### config.mk
export PLATFORM = sky130hd
export DESIGN_NAME = jpeg_header_and_stuffing_parser_core
export DESIGN_NICKNAME = d
export VERILOG_FILES = /design/src/design/jhsp_pkg.sv /design/src/design/jhsp_ram.sv /design/src/design/jhsp_parser.sv /design/src/design/jpeg_header_and_stuffing_parser_core.sv
export SDC_FILE = /design/constraint.sdc
export NUM_CORES = 1
export LEC_CHECK = 0
export BUFFER_PORTS_ARGS = -buffer_cell sky130_fd_sc_hd__buf_2
export CORE_MARGIN = 3
export CORE_UTILIZATION = 53
export CTS_CLUSTER_DIAMETER = 50
export DETAILED_ROUTE_END_ITERATION = 10
export HOLD_SLACK_MARGIN = 0.08
export MAX_ROUTING_LAYER = met4
export PLACE_DENSITY_LB_ADDON = 0.05
export SLEW_MARGIN = 10
export SYNTH_ARGS = -nofsm -noshare
export SYNTH_HDL_FRONTEND = slang
export SYNTH_HIERARCHICAL = 1
export SYNTH_SLANG_ARGS = --single-unit
### constraint.sdc
create_clock -name clk -period 10.9 [get_ports clk]
set_input_delay 1.09 -clock clk [delete_from_list [all_inputs] [get_ports clk]]
set_output_delay 1.09 -clock clk [all_outputs]
set_load 0.02 [all_outputs]
### src/design/jhsp_pkg.sv
// ----------------------------------------------------------------------------
// jhsp_pkg
// Shared types, marker codes and error codes for the JPEG header parser.
// ----------------------------------------------------------------------------
`default_nettype none
package jhsp_pkg;

  localparam int HuffTableDepth = 256;
  localparam int SlotW = $clog2(HuffTableDepth + 1);

  typedef enum logic [4:0] {
    ST_M1, ST_M2, ST_LEN_HI, ST_LEN_LO, ST_SKIP, ST_APP0, ST_DQT_PQ, ST_DQT_VAL,
    ST_SOF, ST_SOF_COMP, ST_DHT_TCTH, ST_DHT_LEN, ST_DHT_SYM, ST_SOS_NS,
    ST_SOS_COMP, ST_SOS_TAIL, ST_ENT, ST_ENT_FF, ST_DEAD
  } pstate_t;

  typedef enum logic [2:0] {
    K_HUFF = 3'd0, K_QUANT = 3'd1, K_FRAME = 3'd2, K_COMP = 3'd3,
    K_SCAN = 3'd4, K_DATA = 3'd5, K_END = 3'd6, K_ERR = 3'd7
  } kind_t;

  localparam logic [7:0] M_SOI  = 8'hD8;
  localparam logic [7:0] M_EOI  = 8'hD9;
  localparam logic [7:0] M_COM  = 8'hFE;
  localparam logic [7:0] M_APP1 = 8'hE1;
  localparam logic [7:0] M_APP0 = 8'hE0;
  localparam logic [7:0] M_DQT  = 8'hDB;
  localparam logic [7:0] M_SOF0 = 8'hC0;
  localparam logic [7:0] M_DHT  = 8'hC4;
  localparam logic [7:0] M_SOS  = 8'hDA;

  localparam logic [15:0] E_MARKER = 16'd1,  E_SHORT = 16'd2,  E_JFIF = 16'd3;
  localparam logic [15:0] E_PQ = 16'd4, E_DQTLEN = 16'd5, E_DQTID = 16'd6;
  localparam logic [15:0] E_PREC = 16'd7, E_HEIGHT = 16'd8, E_NCOMP = 16'd9;
  localparam logic [15:0] E_COMPQ = 16'd10, E_DHTID = 16'd11, E_FULL = 16'd12;
  localparam logic [15:0] E_FIT = 16'd13, E_DHTEND = 16'd14, E_NS = 16'd15;
  localparam logic [15:0] E_SEL = 16'd16, E_ENTMK = 16'd17;

  typedef struct packed {
    logic [2:0]  kind;
    logic        table_class;
    logic [1:0]  table_id;
    logic [7:0]  entry_index;
    logic [4:0]  code_length;
    logic [15:0] codeword;
    logic [15:0] value_a;
    logic [15:0] value_b;
  } result_t;

  function automatic logic [7:0] jfif_char(input logic [2:0] i);
    case (i)
      3'd0:    jfif_char = 8'h4A;
      3'd1:    jfif_char = 8'h46;
      3'd2:    jfif_char = 8'h49;
      3'd3:    jfif_char = 8'h46;
      default: jfif_char = 8'h00;
    endcase
  endfunction

endpackage
`default_nettype wire

### src/design/jhsp_ram.sv
// ----------------------------------------------------------------------------
// jhsp_ram
// Generic single-port-write, single-port-read RAM with registered read.
// ----------------------------------------------------------------------------
`default_nettype none
module jhsp_ram #(
  parameter int Width = 8,
  parameter int Depth = 16
) (
  input  wire logic                     clk,
  input  wire logic                     we,
  input  wire logic [$clog2(Depth)-1:0] waddr,
  input  wire logic [Width-1:0]         wdata,
  input  wire logic [$clog2(Depth)-1:0] raddr,
  output logic      [Width-1:0]         rdata
);
  logic [Width-1:0] mem [Depth];

  always_ff @(posedge clk) begin
    if (we) mem[waddr] <= wdata;
    rdata <= mem[raddr];
  end
endmodule
`default_nettype wire

### src/design/jhsp_parser.sv
// ----------------------------------------------------------------------------
// jhsp_parser
// Byte parser state machine. Length counts live in a RAM that is read one
// entry ahead of the Huffman length walk.
// ----------------------------------------------------------------------------
`default_nettype none
module jhsp_parser
  import jhsp_pkg::*;
(
  input  wire logic       clk,
  input  wire logic       rst_n,
  input  wire logic       step,
  input  wire logic [7:0] data_byte,
  output logic            walking,
  output logic            res_valid,
  output result_t         res
);
  pstate_t     st_r, st_nxt;
  logic [15:0] seg_r, seg_nxt;
  logic [SlotW-1:0] fill_r [4];
  logic [SlotW-1:0] fill_nxt [4];
  logic [16:0] code_r, code_nxt;
  logic [4:0]  clen_r, clen_nxt;
  logic [7:0]  left_r, left_nxt;
  logic [1:0]  tsel_r, tsel_nxt;
  logic [7:0]  cnt_r, cnt_nxt;
  logic [17:0] skip_r, skip_nxt;
  logic [15:0] hw_r, hw_nxt;
  logic [15:0] hw2_r, hw2_nxt;
  // Walk flag: zero lengths still to be skipped before the next symbol.
  logic        walk_r, walk_nxt;

  logic        lc_we;
  logic [3:0]  lc_waddr, lc_raddr;
  logic [7:0]  lc_wdata, lc_rdata;
  logic [7:0]  lc_fwd_r;
  logic        lc_fwd_en_r;
  logic [7:0]  lc_val;

  jhsp_ram #(.Width(8), .Depth(16)) u_lc (
    .clk(clk), .we(lc_we), .waddr(lc_waddr), .wdata(lc_wdata),
    .raddr(lc_raddr), .rdata(lc_rdata)
  );

  assign lc_val  = lc_fwd_en_r ? lc_fwd_r : lc_rdata;
  assign walking = walk_r;

  always_ff @(posedge clk) begin
    lc_fwd_en_r <= lc_we && (lc_waddr == lc_raddr);
    lc_fwd_r    <= lc_wdata;
  end

  always_ff @(posedge clk) begin
    if (!rst_n) begin
      st_r <= ST_M1; seg_r <= '0; code_r <= '0; clen_r <= '0; left_r <= '0;
      tsel_r <= '0; cnt_r <= '0; skip_r <= '0; hw_r <= '0; hw2_r <= '0;
      walk_r <= 1'b0;
      for (int i = 0; i < 4; i++) fill_r[i] <= '0;
    end else begin
      st_r <= st_nxt; seg_r <= seg_nxt; code_r <= code_nxt; clen_r <= clen_nxt;
      left_r <= left_nxt; tsel_r <= tsel_nxt; cnt_r <= cnt_nxt; skip_r <= skip_nxt;
      hw_r <= hw_nxt; hw2_r <= hw2_nxt; walk_r <= walk_nxt;
      for (int i = 0; i < 4; i++) fill_r[i] <= fill_nxt[i];
    end
  end

  logic [3:0]  hi, lo;
  logic [15:0] len;
  logic [7:0]  cnt_inc;
  logic [1:0]  k3;
  logic [7:0]  i3;
  logic [17:0] thumb;
  logic [16:0] lim;
  logic [SlotW-1:0] slot;

  always_comb begin
    hi = data_byte[7:4];
    lo = data_byte[3:0];
    len = {hw_r[15:8], data_byte};
    cnt_inc = cnt_r + 8'd1;
    k3 = cnt_r[1:0];
    i3 = hw2_r[7:0];
    thumb = 18'(3 * 18'(hw_r[7:0]) * 18'(data_byte));
    lim = (17'd1 << clen_r) - 17'd1;
    slot = fill_r[tsel_r];

    st_nxt = st_r; seg_nxt = seg_r; code_nxt = code_r; clen_nxt = clen_r;
    left_nxt = left_r; tsel_nxt = tsel_r; cnt_nxt = cnt_r; skip_nxt = skip_r;
    hw_nxt = hw_r; hw2_nxt = hw2_r; walk_nxt = walk_r;
    for (int i = 0; i < 4; i++) fill_nxt[i] = fill_r[i];
    lc_we = 1'b0; lc_waddr = cnt_r[3:0]; lc_wdata = data_byte;
    lc_raddr = clen_r[3:0];
    res_valid = 1'b0;
    res = '0;

    // Between bytes the length walk moves one length per cycle; through the
    // registered RAM read it fetches the count of length clen_r+1 (address clen_r) ahead.
    if (walk_r && !step) begin
      if (left_r != 8'd0) begin
        walk_nxt = 1'b0;
      end else if (clen_r == 5'd16) begin
        clen_nxt = 5'd17;
        walk_nxt = 1'b0;
      end else begin
        code_nxt = {code_r[15:0], 1'b0};
        clen_nxt = clen_r + 5'd1;
        left_nxt = lc_val;
        lc_raddr = clen_nxt[3:0];
      end
    end

    if (step) begin
      case (st_r)
        ST_M1: begin
          if (data_byte != 8'hFF) begin
            res_valid = 1'b1; res.kind = K_ERR; res.value_a = E_MARKER; st_nxt = ST_DEAD;
          end else st_nxt = ST_M2;
        end
        ST_M2: begin
          if (data_byte == M_SOI) st_nxt = ST_M1;
          else if (data_byte == M_EOI) begin
            st_nxt = ST_M1; res_valid = 1'b1; res.kind = K_END;
          end else if (data_byte == M_COM || data_byte == M_APP1 ||
                       data_byte == M_APP0 || data_byte == M_DQT ||
                       data_byte == M_SOF0 || data_byte == M_DHT ||
                       data_byte == M_SOS) begin
            hw2_nxt = {8'hFF, data_byte}; st_nxt = ST_LEN_HI;
          end else begin
            res_valid = 1'b1; res.kind = K_ERR; res.value_a = E_MARKER; st_nxt = ST_DEAD;
          end
        end
        ST_LEN_HI: begin
          hw_nxt = {data_byte, 8'h00}; st_nxt = ST_LEN_LO;
        end
        ST_LEN_LO: begin
          if (len < 16'd2 || (hw2_r[7:0] == M_APP0 && len < 16'd16)) begin
            res_valid = 1'b1; res.kind = K_ERR; res.value_a = E_SHORT; st_nxt = ST_DEAD;
          end else begin
            case (hw2_r[7:0])
              M_COM, M_APP1: begin
                skip_nxt = 18'(len - 16'd2);
                st_nxt = (len == 16'd2) ? ST_M1 : ST_SKIP;
              end
              M_APP0: begin cnt_nxt = '0; st_nxt = ST_APP0; end
              M_DQT:  begin seg_nxt = len; st_nxt = ST_DQT_PQ; end
              M_SOF0: begin cnt_nxt = '0; st_nxt = ST_SOF; end
              M_DHT: begin
                seg_nxt = len - 16'd2;
                st_nxt = (len == 16'd2) ? ST_M1 : ST_DHT_TCTH;
              end
              default: st_nxt = ST_SOS_NS;
            endcase
          end
        end
        ST_SKIP: begin
          skip_nxt = skip_r - 18'd1;
          if (skip_nxt == '0) st_nxt = ST_M1;
        end
        ST_APP0: begin
          cnt_nxt = cnt_inc;
          if (cnt_r < 8'd5) begin
            if (data_byte != jfif_char(cnt_r[2:0])) begin
              res_valid = 1'b1; res.kind = K_ERR; res.value_a = E_JFIF; st_nxt = ST_DEAD;
            end
          end else if (cnt_r == 8'd12) hw_nxt = {8'h00, data_byte};
          else if (cnt_r == 8'd13) begin
            skip_nxt = thumb;
            st_nxt = (thumb == '0) ? ST_M1 : ST_SKIP;
          end
        end
        ST_DQT_PQ: begin
          res.kind = K_ERR;
          if (hi != 4'd0) begin
            res_valid = 1'b1; res.value_a = E_PQ; st_nxt = ST_DEAD;
          end else if (seg_r != 16'd67) begin
            res_valid = 1'b1; res.value_a = E_DQTLEN; st_nxt = ST_DEAD;
          end else if (lo > 4'd3) begin
            res_valid = 1'b1; res.value_a = E_DQTID; st_nxt = ST_DEAD;
          end else begin
            tsel_nxt = lo[1:0]; cnt_nxt = '0; st_nxt = ST_DQT_VAL;
          end
        end
        ST_DQT_VAL: begin
          cnt_nxt = cnt_inc;
          if (cnt_inc >= 8'd64) st_nxt = ST_M1;
          res_valid = 1'b1; res.kind = K_QUANT; res.table_id = tsel_r;
          res.entry_index = cnt_r; res.value_a = {8'h00, data_byte};
        end
        ST_SOF: begin
          cnt_nxt = cnt_inc;
          res.kind = K_ERR;
          case (cnt_r)
            8'd0: if (data_byte != 8'd8) begin
              res_valid = 1'b1; res.value_a = E_PREC; st_nxt = ST_DEAD;
            end
            8'd1: hw_nxt = {data_byte, 8'h00};
            8'd2: begin
              hw_nxt = {hw_r[15:8], data_byte};
              if (hw_nxt == '0) begin
                res_valid = 1'b1; res.value_a = E_HEIGHT; st_nxt = ST_DEAD;
              end
            end
            8'd3: hw2_nxt = {data_byte, 8'h00};
            8'd4: begin
              res_valid = 1'b1; res.kind = K_FRAME; res.value_a = hw_r;
              res.value_b = {hw2_r[15:8], data_byte};
            end
            default: begin
              if (data_byte != 8'd3) begin
                res_valid = 1'b1; res.value_a = E_NCOMP; st_nxt = ST_DEAD;
              end else begin
                cnt_nxt = '0; hw2_nxt = '0; st_nxt = ST_SOF_COMP;
              end
            end
          endcase
        end
        ST_SOF_COMP: begin
          // cnt_r counts 0..2 within a component, hw2_r counts components
          cnt_nxt = (k3 == 2'd2) ? 8'd0 : cnt_inc;
          if (k3 == 2'd1) hw_nxt = {8'h00, data_byte};
          if (k3 == 2'd2) begin
            if (data_byte > 8'd3) begin
              res_valid = 1'b1; res.kind = K_ERR; res.value_a = E_COMPQ; st_nxt = ST_DEAD;
            end else begin
              hw2_nxt = hw2_r + 16'd1;
              if (i3 == 8'd2) st_nxt = ST_M1;
              res_valid = 1'b1; res.kind = K_COMP; res.table_id = data_byte[1:0];
              res.entry_index = i3; res.value_a = {12'h0, hw_r[7:4]};
              res.value_b = {12'h0, hw_r[3:0]};
            end
          end
        end
        ST_DHT_TCTH: begin
          res.kind = K_ERR;
          if (seg_r == '0) begin
            res_valid = 1'b1; res.value_a = E_DHTEND; st_nxt = ST_DEAD;
          end else begin
            seg_nxt = seg_r - 16'd1;
            if (hi > 4'd1 || lo > 4'd1) begin
              res_valid = 1'b1; res.value_a = E_DHTID; st_nxt = ST_DEAD;
            end else begin
              tsel_nxt = {hi[0], lo[0]};
              fill_nxt[{hi[0], lo[0]}] = '0;
              cnt_nxt = '0; st_nxt = ST_DHT_LEN;
            end
          end
        end
        ST_DHT_LEN: begin
          if (seg_r == '0) begin
            res_valid = 1'b1; res.kind = K_ERR; res.value_a = E_DHTEND; st_nxt = ST_DEAD;
          end else begin
            seg_nxt = seg_r - 16'd1;
            lc_we = 1'b1;
            cnt_nxt = cnt_inc;
            if (cnt_r[3:0] == 4'd0) left_nxt = data_byte;
            if (cnt_inc >= 8'd16) begin
              code_nxt = '0; clen_nxt = 5'd1; walk_nxt = 1'b1;
              lc_raddr = 4'd1;
              st_nxt = ST_DHT_SYM;
            end
          end
        end
        ST_DHT_SYM: begin
          // walk is done here: left_r nonzero or clen_r == 17
          if (clen_r == 5'd17) begin
            // table has no codes left; re-dispatch byte as next state
            if (seg_r == '0) begin
              res_valid = 1'b1; res.kind = K_ERR; res.value_a = E_MARKER;
              st_nxt = ST_DEAD;
              if (data_byte == 8'hFF) begin
                res_valid = 1'b0; st_nxt = ST_M2;
              end
            end else begin
              seg_nxt = seg_r - 16'd1;
              res.kind = K_ERR;
              if (hi > 4'd1 || lo > 4'd1) begin
                res_valid = 1'b1; res.value_a = E_DHTID; st_nxt = ST_DEAD;
              end else begin
                tsel_nxt = {hi[0], lo[0]};
                fill_nxt[{hi[0], lo[0]}] = '0;
                cnt_nxt = '0; st_nxt = ST_DHT_LEN;
              end
            end
          end else if (seg_r == '0) begin
            res_valid = 1'b1; res.kind = K_ERR; res.value_a = E_DHTEND; st_nxt = ST_DEAD;
          end else begin
            seg_nxt = seg_r - 16'd1;
            res.kind = K_ERR;
            if (32'(slot) >= HuffTableDepth) begin
              res_valid = 1'b1; res.value_a = E_FULL; st_nxt = ST_DEAD;
            end else if (code_r > lim) begin
              res_valid = 1'b1; res.value_a = E_FIT; st_nxt = ST_DEAD;
            end else begin
              fill_nxt[tsel_r] = slot + SlotW'(1);
              code_nxt = code_r + 17'd1;
              left_nxt = left_r - 8'd1;
              walk_nxt = (left_r == 8'd1);
              res_valid = 1'b1; res.kind = K_HUFF; res.table_class = tsel_r[1];
              res.table_id = {1'b0, tsel_r[0]}; res.entry_index = slot[7:0];
              res.code_length = clen_r; res.codeword = code_r[15:0];
              res.value_a = {8'h00, data_byte};
            end
          end
        end
        ST_SOS_NS: begin
          if (data_byte == 8'd0 || data_byte > 8'd4) begin
            res_valid = 1'b1; res.kind = K_ERR; res.value_a = E_NS; st_nxt = ST_DEAD;
          end else begin
            hw_nxt = {8'h00, data_byte}; cnt_nxt = '0; st_nxt = ST_SOS_COMP;
          end
        end
        ST_SOS_COMP: begin
          cnt_nxt = cnt_inc;
          if ({8'h00, cnt_inc} >= {hw_r[14:0], 1'b0}) begin
            cnt_nxt = '0; st_nxt = ST_SOS_TAIL;
          end
          if (cnt_r[0]) begin
            if (hi > 4'd1 || lo > 4'd1) begin
              res_valid = 1'b1; res.kind = K_ERR; res.value_a = E_SEL; st_nxt = ST_DEAD;
            end else begin
              res_valid = 1'b1; res.kind = K_SCAN; res.entry_index = {1'b0, cnt_r[7:1]};
              res.value_a = {12'h0, hi}; res.value_b = {12'h0, lo};
            end
          end
        end
        ST_SOS_TAIL: begin
          cnt_nxt = cnt_inc;
          if (cnt_inc >= 8'd3) st_nxt = ST_ENT;
        end
        ST_ENT: begin
          if (data_byte == 8'hFF) st_nxt = ST_ENT_FF;
          else begin
            res_valid = 1'b1; res.kind = K_DATA; res.value_a = {8'h00, data_byte};
          end
        end
        ST_ENT_FF: begin
          res_valid = 1'b1;
          if (data_byte == 8'h00) begin
            st_nxt = ST_ENT; res.kind = K_DATA; res.value_a = 16'h00FF;
          end else if (data_byte == M_EOI) begin
            st_nxt = ST_M1; res.kind = K_END;
          end else begin
            res.kind = K_ERR; res.value_a = E_ENTMK; st_nxt = ST_DEAD;
          end
        end
        default: st_nxt = ST_DEAD;
      endcase
    end
  end
endmodule
`default_nettype wire

### src/design/jpeg_header_and_stuffing_parser_core.sv
// ----------------------------------------------------------------------------
// jpeg_header_and_stuffing_parser_core
// Baseline JPEG marker parser with entropy byte unstuffing.
// ----------------------------------------------------------------------------
// channel | dir | payload
// in_     | in  | tdata[7:0] data_byte
// out_    | out | tdata[71:0] packed result fields
// One byte per cycle unless stalled. After the last DHT length count, and
// after each symbol whose length is exhausted, the code-length walk moves one
// length per cycle through the length-count RAM; in_tready is low while it
// runs or on output back-pressure. Sync reset clears all control state. The
// output register takes a new request while the old one is being taken.
// ----------------------------------------------------------------------------
`default_nettype none
module jpeg_header_and_stuffing_parser_core
  import jhsp_pkg::*;
(
  input  wire logic        clk,
  input  wire logic        rst_n,
  input  wire logic        in_tvalid,
  output logic             in_tready,
  input  wire logic [7:0]  in_tdata,   // data_byte[7:0]
  output logic             out_tvalid,
  input  wire logic        out_tready,
  output logic [71:0]      out_tdata   // kind, table_class, table_id,
                                       // entry_index, code_length,
                                       // codeword, value_a, value_b
);
  logic    step, res_valid, walking;
  result_t res, out_r;
  logic    ov_r;

  assign in_tready = (!ov_r || out_tready) && !walking;
  assign step      = in_tvalid && in_tready;

  jhsp_parser u_parser (
    .clk(clk), .rst_n(rst_n), .step(step), .data_byte(in_tdata),
    .walking(walking), .res_valid(res_valid), .res(res)
  );

  always_ff @(posedge clk) begin
    if (!rst_n) ov_r <= 1'b0;
    else if (step) ov_r <= res_valid;
    else if (out_tready) ov_r <= 1'b0;
    if (step && res_valid) out_r <= res;
  end

  assign out_tvalid = ov_r;
  assign out_tdata = {5'b0, out_r.value_b, out_r.value_a, out_r.codeword,
                      out_r.code_length, out_r.entry_index, out_r.table_id,
                      out_r.table_class, out_r.kind};
endmodule
`default_nettype wire
# Word-level counts from Yosys, hierarchy flattened

Memories as Yosys holds them, arrays and structs flattened. A register that Yosys moved wholly into a read port is not among the register bits.
Cells that the tools add are included.

Muxes and demuxes: 260
Reduce and logical (&&, ||, !) cells: 59
Magnitude comparators: 18
Add/sub/neg operators: 11
Bitwise gates (word level): 10
Shifts and indexed selects: 1
Multiply operators: 2
Equal/unequal tests: 94

Operators by type and width:

| operator                                                         | count |
|---|---|
| 16-bit two-way mux                                               | 23 |
| 36-bit two-way mux                                               | 7 |
| 8-bit two-way mux                                                | 31 |
| 16-bit case mux with 15 select lines                             | 1 |
| 5-bit two-way mux                                                | 47 |
| 17-bit two-way mux                                               | 10 |
| 8-bit == test (second input constant)                            | 16 |
| 16-bit case mux with 2 select lines                              | 4 |
| 16-bit case mux with 3 select lines                              | 2 |
| 18-bit two-way mux                                               | 5 |
| 5-bit case mux with 18 select lines                              | 1 |
| 16-bit case mux with 5 select lines                              | 1 |
| 8-bit case mux with 10 select lines                              | 1 |
| 36-bit case mux with 2 select lines                              | 1 |
| 35-bit two-way mux                                               | 2 |
| 4-bit two-way mux                                                | 17 |
| 16-bit case mux with 4 select lines                              | 1 |
| 3-bit two-way mux                                                | 21 |
| 31-bit two-way mux                                               | 2 |
| 9-bit two-way mux                                                | 6 |
| 18-bit case mux with 3 select lines                              | 1 |
| 1-bit two-way mux                                                | 45 |
| 3-bit case mux with 14 select lines                              | 1 |
| 5-bit by 4-bit == test with 1-bit output (second input constant) | 8 |
| other kinds (103)                                                | 201 |

Output and inout bits: 74
Input port bits: 12
Memory bits (writable): 164
Register bits: 189
Word-level logic and storage cells: 480
Memories kept: 2

Memories:

| name              | words | width | rd ports | clocked after Yosys merged registers in | write ports | RTL line          | RTL |
|---|---|---|---|---|---|---|---|
| u_parser.u_lc.mem | 16    | 8     | 1        | 1                                       | 1           | jhsp_ram.sv:17    | `logic [Width-1:0] mem [Depth];` |
| u_parser.fill_r   | 4     | 9     | 5        | 1                                       | 4           | jhsp_parser.sv:20 | `logic [SlotW-1:0] fill_r [4];` |

# Depth between registers and ports, before layout

Word-level depth: 13
Mapped depth: 26
Mapped depth without buffers: 26

# Cells and area by module

Netlist, hierarchy kept.

Modules (own cells, without submodules):

| module                               | cells an instance | instances | area each (sq um) | seq. area each (sq um) |
|---|---|---|---|---|
| jhsp_parser                          | 2104              | 1         | 15698.8           | 3183.1 |
| jhsp_ram                             | 229               | 1         | 5147.4            | 4003.8 |
| jpeg_header_and_stuffing_parser_core | 81                | 1         | 2127.0            | 2031.9 |

# Least setup slack after synthesis

Ideal clock, no wire load.

Path type: in2reg
Start: in in_tdata[2]
End: reg out_r (netlist bit out_tdata[0]) (enable)
Buffers on the path: 1
Arrival: 7.292 ns
Data required time: 10.326 ns
Stages: 10
Library setup time: 0.574 ns
Slack: 3.034 ns
Cells stage by stage: buf_2 > nor3_1 > nand4_1 > nor4_1 > a32oi_1 > a31oi_1 > nor2_1 > a31oi_1 > nand2_1 > nor3_1

Word-level cells in the longest chain between the ends: 13
Elaborated cells on any way between the ends: 54
Classes of those cells: order compare (5); eq/ne (14); mux (22); reduce/logical (13)

RTL lines:

| item                                  | RTL line                                   | RTL |
|---|---|---|
| start: declaration                    | jpeg_header_and_stuffing_parser_core.sv:22 | `input wire logic [7:0] in_tdata,` |
| 8-bit == test                         | jhsp_parser.sv:123                         | `end else if (data_byte == M_COM \|\| data_byte == M_APP1 \|\|` |
| 1-bit logical OR (2 in series)        | jhsp_parser.sv:123                         |  |
| 1-bit logical OR (2 in series)        | jhsp_parser.sv:124                         | `data_byte == M_APP0 \|\| data_byte == M_DQT \|\|` |
| 1-bit logical OR (2 in series)        | jhsp_parser.sv:125                         | `data_byte == M_SOF0 \|\| data_byte == M_DHT \|\|` |
| 1-bit two-way mux                     | jhsp_parser.sv:123                         |  |
| 1-bit two-way mux                     | jhsp_parser.sv:121                         | `else if (data_byte == M_EOI) begin` |
| 1-bit two-way mux                     | jhsp_parser.sv:120                         | `if (data_byte == M_SOI) st_nxt = ST_M1;` |
| 1-bit case mux with 14 select lines * | jhsp_parser.sv:113                         | `case (st_r)` |
| 1-bit two-way mux *                   | jhsp_parser.sv:112                         | `if (step) begin` |
| net res_valid                         | jpeg_header_and_stuffing_parser_core.sv:29 | `logic step, res_valid, walking;` |
| 1-bit logical AND *                   | jpeg_header_and_stuffing_parser_core.sv:45 | `if (step && res_valid) out_r <= res;` |
| end signal: assignment                | jpeg_header_and_stuffing_parser_core.sv:45 |  |
| end: declaration                      | jpeg_header_and_stuffing_parser_core.sv:30 | `result_t res, out_r;` |

The timed path passes the listed nets; every way through them passes the cells marked *.
A chain may end at the register's enable or synchronous reset.

# Worst setup path in the final report

Start: reg u_parser.hw_r[0]
End: reg u_parser.st_r[2]

Word-level cells in the longest chain between the ends: 8
Elaborated cells on any way between the ends: 12
Classes of those cells: mul (2); order compare (1); mux (8); reduce/logical (1)

RTL lines:

| item                                          | RTL line           | RTL |
|---|---|---|
| start: declaration                            | jhsp_parser.sv:28  | `logic [15:0] hw_r, hw_nxt;` |
| start signal: assignment                      | jhsp_parser.sv:62  | `hw_r <= hw_nxt; hw2_r <= hw2_nxt; walk_r <= walk_nxt;` |
| 2-bit by 8-bit multiplier with 10-bit output  | jhsp_parser.sv:83  | `thumb = 18'(3 * 18'(hw_r[7:0]) * 18'(data_byte));` |
| 10-bit by 8-bit multiplier with 18-bit output | jhsp_parser.sv:83  |  |
| 18-bit zero test                              | jhsp_parser.sv:168 | `st_nxt = (thumb == '0) ? ST_M1 : ST_SKIP;` |
| 3-bit two-way mux                             | jhsp_parser.sv:168 |  |
| 5-bit two-way mux                             | jhsp_parser.sv:166 | `else if (cnt_r == 8'd13) begin` |
| 5-bit two-way mux                             | jhsp_parser.sv:165 | `end else if (cnt_r == 8'd12) hw_nxt = {8'h00, data_byte};` |
| 5-bit two-way mux                             | jhsp_parser.sv:161 | `if (cnt_r < 8'd5) begin` |
| 5-bit case mux with 18 select lines *         | jhsp_parser.sv:113 |  |
| end signal: assignment                        | jhsp_parser.sv:60  | `st_r <= st_nxt; seg_r <= seg_nxt; code_r <= code_nxt; clen_r <= clen_nxt;` |
| end: declaration                              | jhsp_parser.sv:18  | `pstate_t st_r, st_nxt;` |

Mark *: on every way between the ends. The rest lies on a longest branch, timed or not. The select of a mux whose other input is x is not followed.

==> impl_metrics.env <==
export IMPL_status="finished clean"
export IMPL_num_rows=75
export IMPL_core_mm2=0.0424
export IMPL_cts_tree="built"
export IMPL_power_density_mw_per_mm2=146
export IMPL_avgSynthCellArea_um2=9.52
export IMPL_cts_sinks=363
export IMPL_synth_edff_count=195
export IMPL_routed_via_density=6.41
export IMPL_postCtsSetupRepairBufs=0
export IMPL_cp_end_kind="register"
export IMPL_worstPathArrival_ns=7.67
export IMPL_p_sw_frac=0.299
export IMPL_wirelength_mm=72.3
export IMPL_synth_top_flop_cell="edfxtp_1"
export IMPL_syn2layout_area_growth_pct=11.0
export IMPL_wl_per_cell_um=23.6
export IMPL_finClkSkew_ns=0.0477
export IMPL_design_die_area_mm2=0.0459
export IMPL_clkPwrFrac=0.423
export IMPL_worst_slew_pin_slew_ns=1.18
export IMPL_cts_root_buf="clkbuf_16"
export IMPL_fmax_mhz=138
export IMPL_timing_setup_tns_ns=0
export IMPL_vias=19600
export IMPL_leakagePower_nw=9.34
export IMPL_drive_gt1_frac=0.113
export IMPL_place_area_mm2=0.0239
export IMPL_clock_path_buffers=3
export IMPL_grt_pass1_wl_mm=113
export IMPL_holdCritPathClass="register to register"
export IMPL_fin_area_mm2=0.0255
export IMPL_clock_latency_ns=0.61
export IMPL_route_detailed_drc=0
export IMPL_period_minus_slack_ns=7.25
export IMPL_crit_path_start_kind="register"
export IMPL_holdBufCountCts=0
export IMPL_path_class="register to register"
export IMPL_pwr_share_seq=0.419
export IMPL_grt_pass1_vias=19200
export IMPL_crit_path_start="u_parser/hw_r[0]"
export IMPL_yosys_warnings=6
export IMPL_setup_viol=0
export IMPL_p_int_w=0.00261
export IMPL_synth_cell_types=97
export IMPL_firstDrtPassIters=9
export IMPL_r2r_setup_slack_ns=3.65
export IMPL_grt_max_degree=64
export IMPL_p_total_w=0.00372
export IMPL_initial_core_util=0.542
export IMPL_ir_worst_vdd_mv=0.136
export IMPL_finalMaxSlewViolations=0
export IMPL_track_usage=0.319
export IMPL_cts_resized=0
export IMPL_nFillCells=3683
export IMPL_io_pins=86
export IMPL_netlist_instances=2414
export IMPL_reg2reg_to="u_parser/st_r[2]"
export IMPL_htree_levels=2
export IMPL_power_switching_w=0.00111
export IMPL_ant_nets=0
export IMPL_power_frac_comb=0.159
export IMPL_drt_iter0_markers=1980
export IMPL_path_clk_slew_ns=0.06
export IMPL_cts_buffers=47
export IMPL_netlist_area_mm2=0.0230
export IMPL_min_delay_start="u_parser/fill_r[3][8]"
export IMPL_final_nets=2606
export IMPL_slew_headroom=0.213
export IMPL_die_w_um=214
export IMPL_hpwl_mm=49.8
export IMPL_ys_seq_elements=363
export IMPL_port_buffers=80
export IMPL_antenna_found_initial=0
export IMPL_min_period_over_period=0.665
export IMPL_fp_dieH_um=214
export IMPL_async_reset_ff_frac=0
export IMPL_critical_path_endpoint="u_parser/st_r[2]"
export IMPL_gp_congestion=1.07
export IMPL_worstPathRequired_ns=11.32
export IMPL_n_antenna_cell=0
export IMPL_ys_seq_area_frac=0.401
export IMPL_crit_fanout=14
export IMPL_cap_viol_max_count=0
export IMPL_rsz0062_at_grt="no"
export IMPL_hold_violations=0
export IMPL_gr_total_overflow=0
export IMPL_reg2reg_from="u_parser/hw_r[0]"
export IMPL_r2r_cells=24
==> layout make-up <==
class,count,area [um^2],share of cell area
multi-input combinational,1786,12700,0.499
inverter,119,447,0.0175
tap,577,722,0.0283
timing repair buffer,129,768,0.0301
sequential,363,9220,0.362
clock buffer,60,1250,0.0492
clock inverter,26,353,0.0138
==> cell usage in the layout, fill, tap and decap left out, types with 11 or more instances in the layout <==
| cell | count |
|---|---|
| nor2b_1 | 11 |
| nand4_1 | 27 |
| nand3_1 | 78 |
| nor2_1 | 228 |
| ha_1 | 99 |
| edfxtp_1 | 195 |
| o31ai_1 | 15 |
| a211oi_1 | 21 |
| mux4_1 | 14 |
| o211ai_1 | 11 |
| o2111ai_1 | 13 |
| clkbuf_16 | 47 |
| inv_1 | 116 |
| nor3_1 | 49 |
| fa_1 | 49 |
| and3_1 | 19 |
| nand2b_1 | 24 |
| mux4_2 | 27 |
| buf_2 | 80 |
| o22ai_1 | 26 |
| xnor2_1 | 60 |
| buf_4 | 49 |
| a21oi_1 | 138 |
| a22oi_1 | 40 |
| a31oi_1 | 25 |
| and2_1 | 69 |
| or3_1 | 22 |
| mux2i_1 | 19 |
| dfxtp_1 | 168 |
| a21o_1 | 17 |
| a221oi_1 | 14 |
| o21ai_0 | 109 |
| o2bb2ai_1 | 36 |
| xor2_1 | 37 |
| nor4_1 | 33 |
| or4_1 | 13 |
| nand2_1 | 239 |
==> layer usage <==
metal / vias up / part of all wire / track usage
met4: 0 / 0.037 / 0.117
met3: 173 / 0.073 / 0.0499
met1: 9592 / 0.43 / 0.424
li1: 8978 / - / -
met5: - / 0 / -
met2: 877 / 0.46 / 0.499
==> power groups by stage <==
stage / Combinational, W / Clock (W) / Sequential [W]
2_1_floorplan: 0.000340 / 0 / 0.00161
3_5_place_dp: 0.000574 / 0 / 0.00158
4_1_cts: 0.000576 / 0.00160 / 0.00156
5_1_grt: 0.000627 / 0.00166 / 0.00156
6_report: 0.000590 / 0.00157 / 0.00156
3_3_place_gp: 0.000573 / 0 / 0.00158
==> how the worst min path moves through the flow <==
| stage | endpoint | depth (start not counted) | slack (ns) |
|---|---|---|---|
| after floorplan | u_parser/fill_r[1][0] | 1 | 0.43 |
| after CTS | u_parser/fill_r[2][8] | 1 | 0.46 |
| after global placement | u_parser/fill_r[2][7] | 1 | 0.44 |
| after detailed placement | u_parser/fill_r[0][8] | 1 | 0.44 |
| final | u_parser/fill_r[3][8] | 1 | 0.46 |
| after global routing | u_parser/fill_r[1][1] | 1 | 0.47 |
==> sequential cells by signal (all words and copies together) (netlist names), 16 cells and up, named ones only <==
name	cells
u_parser/hw_r	16
u_parser/skip_r	18
out_tdata	67
u_parser/hw2_r	16
u_parser/seg_r	16
u_parser/u_lc/mem	128
u_parser/code_r	17
u_parser/fill_r	36
==> stage by stage <==
step                      worst slack, ns  hold slack (ns)  cells   util
after global routing                 3.22            0.472   3060  0.601
after CTS                            3.66            0.463   3060  0.601
after detailed placement             3.74            0.443   2974  0.563
final                                3.65            0.462   3060  0.601
after global placement               3.93            0.440   2974  0.563
after floorplan                      3.03            0.427   2418      -
==> synth_stat cells, types with 54 or more instances <==
master      n  share of area
inv_1     116          0.019
xnor2_1    60          0.023
clkbuf_1  115          0.019
nand3_1    78          0.017
nand2_1   239          0.039
nor3_1     54          0.012
nor2_1    229          0.037
o21ai_0   109          0.024
ha_1       99          0.054
edfxtp_1  195           0.25
a21oi_1   139          0.030
dfxtp_1   168           0.15
and2_1     69          0.019
==> worst max-delay path, stage by stage (launching register included) <==
cell and delay, ns:
dfxtp_1 0.44, ha_1 0.28, inv_1 0.07, fa_1 0.20
inv_1 0.05, a21o_1 0.14, a21oi_1 0.21, o21bai_1 0.09
a21o_1 0.21, xnor2_1 0.64, nand2_1 0.18, fa_1 0.59
fa_1 0.45, fa_1 0.52, fa_1 0.55, inv_1 0.04
ha_1 0.36, and4_1 0.25, and2_1 0.17, a2111oi_0 0.67
o31ai_1 0.15, a21oi_1 0.22, xnor2_1 0.11, nor4_1 0.33
o32ai_1 0.14
==> cells by family (layout without fill, tap and decap cells) <==
kind of cell               Yosys count  in the layout  share of synthesized area
other                                1              5                   0.000163
AOI/OAI and AO/OA                  590            590                      0.175
and+or+nand+nor                    885            885                      0.191
DFF                                363            363                      0.401
buffers and inverters              269            334                     0.0478
xor gates and xnor gates            97             97                     0.0370
muxes                               61             61                     0.0512
adders and majority gates          148            148                     0.0966
Note: power is estimated with default switching activity, not from simulation.
